`src/rtl/mss_pkg.sv`:
```
// mss_pkg: shared types and constants for the mass-spring chain step block
// no dependencies
`timescale 1ns / 1ps
package mss_pkg;
	localparam logic OP_LOAD = 1'b0;
	localparam logic OP_STEP = 1'b1;

	localparam logic [2:0] REG_MODE  = 3'd0;
	localparam logic [2:0] REG_COUNT = 3'd1;
	localparam logic [2:0] REG_DT    = 3'd2;
	localparam logic [2:0] REG_GX    = 3'd3;
	localparam logic [2:0] REG_GY    = 3'd4;
	localparam logic [2:0] REG_K     = 3'd5;
	localparam logic [2:0] REG_MASS  = 3'd6;
	localparam logic [2:0] REG_REST  = 3'd7;

	localparam logic signed [31:0] SMAX = 32'sh7fffffff;
	localparam logic signed [31:0] SMIN = 32'sh80000000;

	typedef struct packed {
		logic mode;
		logic [30:0] dt;
		logic signed [31:0] gx;
		logic signed [31:0] gy;
		logic [30:0] k;
		logic [30:0] mass;
		logic [30:0] rest;
	} cfg_t;

	// controller commands
	typedef enum logic [2:0] {
		CMD_NONE, CMD_LOAD, CMD_SPRING, CMD_NODE, CMD_EMIT
	} cmd_op_t;

	typedef struct packed {
		cmd_op_t op;
		logic start;
		logic [5:0] idx;
	} cmd_t;

	typedef struct packed {
		logic done;
	} sts_t;

	function automatic logic signed [31:0] sat64(input logic signed [65:0] v);
		if (v > 66'sd2147483647) return SMAX;
		if (v < -66'sd2147483648) return SMIN;
		return v[31:0];
	endfunction
endpackage

```
`src/rtl/mss_control.sv`:
```
// mss_control: load forwarding and step sequencer over springs, nodes and result emission
// depends on mss_pkg
`timescale 1ns / 1ps
module mss_control #(
	parameter int MAX_NODES = 16
) (
	input  logic          clk,
	input  logic          arst_n,
	input  logic          start,
	input  logic          opcode,
	input  logic [4:0]    count,
	input  mss_pkg::sts_t sts,
	output mss_pkg::cmd_t cmd,
	output logic          busy,
	output logic          emit,
	output logic          emit_last
);
	localparam logic [2:0] S_IDLE = 3'd0, S_SPR = 3'd1, S_SPRW = 3'd2, S_NODE = 3'd3,
		S_NODEW = 3'd4, S_EMIT = 3'd5;
	logic [2:0] st_q;
	logic [5:0] i_q, n_q, n_eff;

	always_comb begin
		n_eff = {1'b0, count};
		if (n_eff < 6'd2) n_eff = 6'd2;
		if (int'(n_eff) > MAX_NODES) n_eff = 6'(MAX_NODES);
	end

	assign busy = st_q != S_IDLE;
	assign emit = st_q == S_EMIT;
	assign emit_last = emit && (i_q + 6'd1 == n_q);

	always_comb begin
		cmd.start = 1'b0;
		cmd.op = mss_pkg::CMD_NONE;
		cmd.idx = i_q;
		case (st_q)
			S_IDLE: if (start && opcode == mss_pkg::OP_LOAD) begin
				cmd.start = 1'b1;
				cmd.op = mss_pkg::CMD_LOAD;
			end
			S_SPR: begin cmd.start = 1'b1; cmd.op = mss_pkg::CMD_SPRING; end
			S_NODE: begin cmd.start = 1'b1; cmd.op = mss_pkg::CMD_NODE; end
			S_EMIT: cmd.op = mss_pkg::CMD_EMIT;
			default: cmd.op = mss_pkg::CMD_NONE;
		endcase
	end

	always_ff @(posedge clk or negedge arst_n) begin
		if (!arst_n) begin
			st_q <= S_IDLE;
			i_q <= '0;
			n_q <= 6'd2;
		end else begin
			case (st_q)
				S_IDLE: if (start && opcode == mss_pkg::OP_STEP) begin
					n_q <= n_eff;
					i_q <= '0;
					st_q <= S_SPR;
				end
				S_SPR: st_q <= S_SPRW;
				S_SPRW: if (sts.done) begin
					if (i_q + 6'd2 == n_q) begin i_q <= '0; st_q <= S_NODE; end
					else begin i_q <= i_q + 6'd1; st_q <= S_SPR; end
				end
				S_NODE: st_q <= S_NODEW;
				S_NODEW: if (sts.done) begin
					if (i_q + 6'd1 == n_q) begin i_q <= '0; st_q <= S_EMIT; end
					else begin i_q <= i_q + 6'd1; st_q <= S_NODE; end
				end
				S_EMIT: begin
					if (emit_last) st_q <= S_IDLE;
					i_q <= i_q + 6'd1;
				end
				default: st_q <= S_IDLE;
			endcase
		end
	end
endmodule

```
`config.mk`:
```
export PLATFORM = sky130hd
export DESIGN_NAME = mss_control
export DESIGN_NICKNAME = d
export VERILOG_FILES = /design/src/rtl/mss_pkg.sv /design/src/rtl/mss_control.sv
export SDC_FILE = /design/constraint.sdc
export NUM_CORES = 1
export LEC_CHECK = 0
export BUFFER_PORTS_ARGS = -buffer_cell sky130_fd_sc_hd__clkbuf_2
export CORE_MARGIN = 2
export CORE_UTILIZATION = 45
export DETAILED_ROUTE_END_ITERATION = 16
export GPL_TIMING_DRIVEN = 0
export PLACE_DENSITY = 0.64
export SKIP_LAST_GASP = 1
export SYNTH_ARGS = -nofsm -noshare
export SYNTH_HDL_FRONTEND = slang
export SYNTH_SLANG_ARGS = --single-unit
```
`constraint.sdc`:
```
create_clock -name clk -period 2.03 [get_ports clk]
set_clock_uncertainty 0.15 [all_clocks]
set_input_delay 0.406 -clock clk [delete_from_list [all_inputs] [get_ports clk]]
set_output_delay 0.406 -clock clk [all_outputs]
set_load 0.05 [all_outputs]
```
==> results of run 1 <==
cells in the mapped netlist (all sizes together), types with 2 or more instances:
master  number
nor2b        4
nor2        11
a21oi       11
a211o        2
nand3        3
o41ai        3
ha           2
a221o        2
a21boi       2
mux2         2
nor3         4
nand2        5
nor3b        4
xor2         9
xnor2        8
inv          4
buf          4
dfrtp       13
o21ai        8
mux2i        2
state kept, by name, summed over array words and instances, names as in the netlist:
| signal | cells |
|---|---|
| st_q | 3 |
| i_q | 6 |
| n_q | 5 |
final cells by class:
class                           count  share of cell area
Buffer                              4              0.0240
Clock buffer                        4              0.0224
Inverter                            4              0.0108
Multi-Input combinational cell     95               0.525
Sequential cell                    14               0.226
Tap cell                           28              0.0217
Timing Repair Buffer               36               0.170
power groups by stage:
stage / Clock [W] / Sequential, W / Combinational (W)
after global routing: 0.000230 / 0.000517 / 0.00169
after floorplan: 0 / 0.000528 / 0.000913
after CTS: 0.000216 / 0.000488 / 0.00131
after global placement: 0 / 0.000501 / 0.00116
after detailed placement: 0 / 0.000505 / 0.00117
final: 0.000215 / 0.000503 / 0.00156
worst max-delay path: stages, from the launching register on:
cell and delay [ns]:
dfrtp_4 0.52, buf_4 0.18, xnor2_4 0.15, xnor2_2 0.15, nor3_4 0.15, and3_4 0.22
clkbuf_16 0.16
layout by cell type (no fill, tap or decap), types with 2 or more instances in the layout:
cell and instances:
o21ai_0 7, nor2_1 7, buf_4 13, a221o_1 2, ha_4 2, nor2b_1 4
xnor2_1 2, nor3b_1 2, clkbuf_2 16, a211o_1 2, nand3_1 2, dfrtp_2 2
inv_1 3, nor3b_4 2, dfrtp_1 8, nor2_2 3, a21oi_1 9, mux2_2 2
nor3_4 2, clkbuf_8 2, dfrtp_4 3, xor2_2 2, xnor2_2 5, clkbuf_4 3
nor3_1 2, buf_6 6, o41ai_1 3, nand2_1 5, xor2_1 7
kinds of logic after synthesis:
| logic type | Yosys count | synth area share |
|---|---|---|
| and+or+nand+nor | 37 | 0.206 |
| adders and majority gates | 2 | 0.0231 |
| muxes | 4 | 0.0392 |
| xor gates and xnor gates | 17 | 0.144 |
| DFF | 14 | 0.324 |
| AOI/OAI and AO/OA | 35 | 0.219 |
| buffers and inverters | 9 | 0.0438 |
what timing repair did:
| item | CTS | global route |
|---|---|---|
| buffers inserted | 8 | 6 |
| endpoints found under the hold margin | 13 | 0 |
| setup endpoints to repair | 6 | 14 |
| resized for setup | 15 | 32 |
| pin swaps | 10 | 16 |
| hold buffers | 1 | 0 |
path summary, 6_finish.rpt:
kind                                from   endpoint  slack (ns)  depth (start not counted)
worst max-delay path              i_q[2]  emit_last       -0.34                          6
worst min-delay path            count[4]     n_q[1]        0.18                          2
worst max register to register    i_q[0]     i_q[0]       -0.03                          7
worst min register to register    n_q[1]     n_q[1]        0.39                          2
max in group asynchronous         arst_n     n_q[1]        1.03                          2
min in group asynchronous         arst_n    st_q[0]        0.38                          2
per-layer routing:
metal / wire [um] / track usage / vias up
li1: - / - / 504
met1: 1260 / 0.290 / 472
met2: 1340 / 0.377 / 32
met3: 157 / 0.0508 / 2
met4: 10 / 0.0256 / 0
met5: 0 / 0 / -
per-stage QoR:
stage          total power (W)   util  std cells  TNS, ns  hold WS [ns]
2_1_floorplan          0.00144      -        118  -0.0952       -0.0396
3_3_place_gp           0.00166  0.569        168   -0.235         0.184
3_5_place_dp           0.00167  0.569        168   -0.248         0.183
4_1_cts                0.00202  0.651        180   -0.719         0.180
5_1_grt                0.00243  0.717        185    -1.10         0.202
6_report               0.00228  0.717        185   -0.378         0.181
==> qor.yml, run 1 <==
global_route:
  globalRoute.totalOverflow: 0
  antenna_found_initial: 0
  grt_pass1_wl_mm: 4.45
  track_usage: 0.220
  grt_start_max_net_pins: 15
  first_global_vias: 957
power:
  p_int_w: 0.00119
  power.share.clock: 0.094
  pwr-share-comb: 0.685
  p_per_area_nw_per_um2: 1410
  p_leak_nw: 0.714
  swShare: 0.477
  switching_power_w: 0.00109
  seqPwrFrac: 0.221
  vdd_ir_drop_max_mv: 1.20
logic_synthesis:
  synth_top_cells_by_area: "dfrtp_1, xor2_1, xnor2_1, a21oi_1, nor2_1"
  avgSynthCellArea_um2: 9.19
  syn_inst: 118
  ys_seq_area_frac: 0.324
  synth_top_cell_by_area: "dfrtp_1"
  synthArstFlopShare: 1.00
  yosysWarnings: 0
  synth_edf_count: 0
  syn_area_um2: 1080
  syn_nets: 130
  synth_cell_types: 42
  synth_top_area_share: 0.300
  synthFlopType: "dfrtp_1"
  ys_seq_elements: 14
die:
  core_um2: 2250
  dieArea_um2: 2820
  ioPinCount: 23
  start_util: 0.481
  dieHeight_um: 53.1
  num_rows: 17
  die_x_um: 53.1
job:
  drv_cap: 0
clocking:
  clkLatencyLatePin_ns: 0.30
  numCtsBuffers: 3
  cts_sinks: 14
  cts_root_buf: "clkbuf_4"
  cts_tree: "yes"
  cts_max_level: 1
  clk_pin_slew_ns: 0.10
  clock_path_buffers: 2
cells_and_area:
  ff_latch_area_um2: 365
  fin_area_um2: 1620
  fill_cells: 180
  final_nets: 170
  multiInputGateArea_um2: 848
  syn_to_final_growth_pct: 49.0
  antenna_cells: 0
  drive_gt1_frac: 0.503
sta:
  slew_headroom: 0.731
  fmax_mhz: 421
  worst_pin_slew_ns: 0.404
  period_share: 1.17
  drv_slew: 0
  finalHoldViolations: 0
  setup_viol: 3
  setup_ws_ns: -0.343
  rsz0062_at_grt: "true"
  min_period_ns: 2.37
run_status:
  status: "finished, violations left"
  violations: "negative setup slack"
setup_path:
  cp-start-kind: "flop"
  critical_path_class: "flop to primary output"
  crit_required_ns: 1.47
  arrival_ns: 1.82
  endpoint_kind: "primary output"
  cp_max_fo: 3
route:
  wirelength_mm: 2.77
  firstDrtPassIters: 4
  dr.first_iter.drc_count: 26
  antenna_left: 0
  wl_per_cell_um: 14.9
  viasPerCell: 5.46
  vias: 1010
  drc: 0
worst_hold_path:
  min_path_type: "primary input to flop"
placed_design:
  gp_congestion: 0.823
  portBuffers: 22
  place_ws_ns: -0.248
  hpwl_mm: 1.86
  placed_cell_area_um2: 1280
No activity file was read; power rests on OpenSTA's default activity.
==> run 2: changes to the inputs <==
--- a/config.mk
+++ b/config.mk
@@ -7,9 +7,11 @@
 export LEC_CHECK = 0
 export BUFFER_PORTS_ARGS = -buffer_cell sky130_fd_sc_hd__clkbuf_2
+export CELL_PAD_IN_SITES_DETAIL_PLACEMENT = 1
+export CELL_PAD_IN_SITES_GLOBAL_PLACEMENT = 1
 export CORE_MARGIN = 2
-export CORE_UTILIZATION = 45
+export CORE_UTILIZATION = 40
 export DETAILED_ROUTE_END_ITERATION = 16
 export GPL_TIMING_DRIVEN = 0
-export PLACE_DENSITY = 0.64
+export PLACE_DENSITY = 0.74
 export SKIP_LAST_GASP = 1
 export SYNTH_ARGS = -nofsm -noshare
==> constraint.sdc (replaced) <==
create_clock -name clk -period 2.03 [get_ports clk]
set_clock_uncertainty 0.15 [all_clocks]
set_input_delay 0.3045 -clock clk [delete_from_list [all_inputs] [get_ports clk]]
set_output_delay 0.3045 -clock clk [all_outputs]
set_load 0.05 [all_outputs]
==> qor.yml, run 2 (synthesis results as in run 1) <==
power:
  p_per_area_nw_per_um2: 1430  # was 1410 nW/um^2
  p_int_w: 0.00116  # was 0.00119 W
  p_leak_nw: 0.711  # was 0.714 nW
  power.share.clock: 0.083  # was 0.094
  total_power_w: 0.00234  # was 0.00228 W
  vdd_ir_drop_max_mv: 1.14  # was 1.20 mV
  seqPwrFrac: 0.219  # was 0.221
  swShare: 0.506  # was 0.477
  pwr-share-comb: 0.698  # was 0.685
  switching_power_w: 0.00119  # was 0.00109 W
global_route:
  globalRoute.totalOverflow: 0  # unchanged
  track_usage: 0.230  # was 0.220
  grt_pass1_wl_mm: 5.57  # was 4.45 mm
  antenna_found_initial: 0  # unchanged
  first_global_vias: 1093  # was 957
  grt_start_max_net_pins: 15  # unchanged
sta:
  drv_slew: 0  # unchanged
  finalHoldViolations: 0  # unchanged
  rsz0062_at_grt: "true"  # unchanged
  setup_ws_ns: -0.358  # was -0.343 ns
  fmax_mhz: 419  # was 421 MHz
  hold-worst-slack_ns: 0.0822  # was 0.181 ns
  worst_pin_slew_ns: 0.433  # was 0.404 ns
  slew_headroom: 0.711  # was 0.731
  setup_viol: 11  # was 3
  min_period_ns: 2.39  # was 2.37 ns
  period_share: 1.18  # was 1.17
die:
  dieHeight_um: 56.1  # was 53.1 um
  die_x_um: 56.1  # was 53.1 um
  num_rows: 18  # was 17
  ioPinCount: 23  # unchanged
  start_util: 0.430  # was 0.481
  dieArea_um2: 3140  # was 2820 um^2
  core_um2: 2520  # was 2250 um^2
cells_and_area:
  final_cell_mix: "clkbuf_2, buf_4, nor2_1"  # was clkbuf_2, buf_4, a21oi_1
  antenna_cells: 0  # unchanged
  drive_gt1_frac: 0.532  # was 0.503
  top_register: "i_q"  # unchanged
  fill_cells: 284  # was 180
  syn_to_final_growth_pct: 50.6  # was 49.0%
  layout_commonest_cell: "clkbuf_2"  # unchanged
  ff_latch_area_um2: 360  # was 365 um^2
  largest_reg_flops: 6  # unchanged
  multiInputGateArea_um2: 893  # was 848 um^2
  largestRegisters: "i_q x6, n_q x5, st_q x3"  # unchanged
  final_nets: 169  # was 170
route:
  wirelength_mm: 3.71  # was 2.77 mm
  vias: 1062  # was 1010
  viasPerCell: 5.71  # was 5.46
  dr.first_iter.drc_count: 23  # was 26
  wl_per_cell_um: 20.0  # was 14.9 um
  antenna_left: 0  # unchanged
  drc: 0  # unchanged
  firstDrtPassIters: 4  # unchanged
clocking:
  numCtsBuffers: 3  # unchanged
  cts_sinks: 14  # unchanged
  clkLatencyLatePin_ns: 0.31  # was 0.30 ns
  cts_max_level: 1  # unchanged
  clk_pin_slew_ns: 0.11  # was 0.10 ns
  cts_root_buf: "clkbuf_4"  # unchanged
  cts_tree: "yes"  # unchanged
  clock_path_buffers: 2  # unchanged
run_status:
  status: "finished, violations left"  # unchanged
  violations: "negative setup slack"  # unchanged
setup_path:
  reg2reg_to: "st_q[2]"  # was i_q[0]
  cp_max_fo: 3  # unchanged
  crit_required_ns: 1.58  # was 1.47 ns
  r2r_setup_slack_ns: -0.15  # was -0.03 ns
  endpoint_kind: "primary output"  # unchanged
  critical_path_class: "flop to primary output"  # unchanged
  arrival_ns: 1.93  # was 1.82 ns
  rr_startpoint: "i_q[1]"  # was i_q[0]
  crit_start: "i_q[1]"  # was i_q[2]
  cp-start-kind: "flop"  # unchanged
  r2r_cells: 9  # was 7
worst_hold_path:
  hp-start: "count[4]"  # unchanged
  min_path_type: "primary input to flop"  # unchanged
  holdPathStages: 2  # unchanged
  worstHoldEndpoint: "n_q[1]"  # unchanged
placed_design:
  gp_congestion: 0.740  # was 0.823
  place_ws_ns: -0.230  # was -0.248 ns
  hpwl_mm: 2.21  # was 1.86 mm
  portBuffers: 22  # unchanged
job:
  drv_cap: 0  # unchanged
[run 2: changes by cell type in the layout (fill, tap and decap cells not counted), moves of 2 or more]
cell | previous run | this run
nor2_1 | 7 | 9
dfrtp_4 | 3 | 1
clkbuf_4 | 3 | 6
dfrtp_2 | 2 | 4
a21oi_2 | 1 | 5
a21oi_1 | 9 | 5
[run 2: worst max-delay path by stage]
stage / endpoint / slack [ns]
6_report: emit_last / -0.36
5_1_grt: emit_last / -0.40
4_1_cts: emit_last / -0.32
3_5_place_dp: emit_last / -0.23
3_3_place_gp: emit_last / -0.15
2_1_floorplan: emit_last / -0.02
[run 2: area by class of cell]
type | count | area share
plain buffers | 4 | 0.0207
clock buffers | 4 | 0.0161
inverters | 4 | 0.0115
multi-input cells | 95 | 0.547
flip-flops and latches | 14 | 0.221
well taps | 30 | 0.0230
repair buffers | 35 | 0.162
[run 2: repair_timing]
item / 4_1_cts / 5_1_grt
hold endpoints to repair: 13 / 0
setup endpoints to repair: 9 / 14
pin swaps: 13 / 11
hold buffers: 1 / 0
resized for setup: 16 / 37
gates cloned: 0 / 0
buffers inserted: 8 / 4
[run 2: per-stage QoR]
step | std cells | TNS, ns | utilization | instance area, um^2
after detailed placement | 170 | -0.250 | 0.505 | 1270
after floorplan | 118 | -0.0216 | - | 1130
after global placement | 170 | -0.145 | 0.505 | 1270
after CTS | 182 | -0.529 | 0.577 | 1460
after global routing | 186 | -1.38 | 0.648 | 1630
final | 186 | -0.771 | 0.648 | 1630
[run 2: worst max-delay path, stage by stage (launching register included)]
cell,delay (ns)
dfrtp_4,0.47
ha_4,0.19
buf_6,0.11
nand3_4,0.08
xor2_2,0.16
nor3_4,0.22
and3_4,0.23
clkbuf_16,0.16
[run 2: per-layer routing]
metal	up-vias	wire (um)	track usage
met4	0	68	0.0714
met1	522	1670	0.278
met5	-	0	0
met3	11	140	0.0419
li1	499	-	-
met2	30	1830	0.410
[run 2: power groups by stage]
stage	clock network (W)	registers [W]	logic, W
floorplan	0	0.000526	0.000909
global placement	0	0.000498	0.00115
detailed placement	0	0.000507	0.00119
CTS	0.000186	0.000493	0.00136
global route	0.000215	0.000525	0.00173
finish	0.000194	0.000513	0.00164
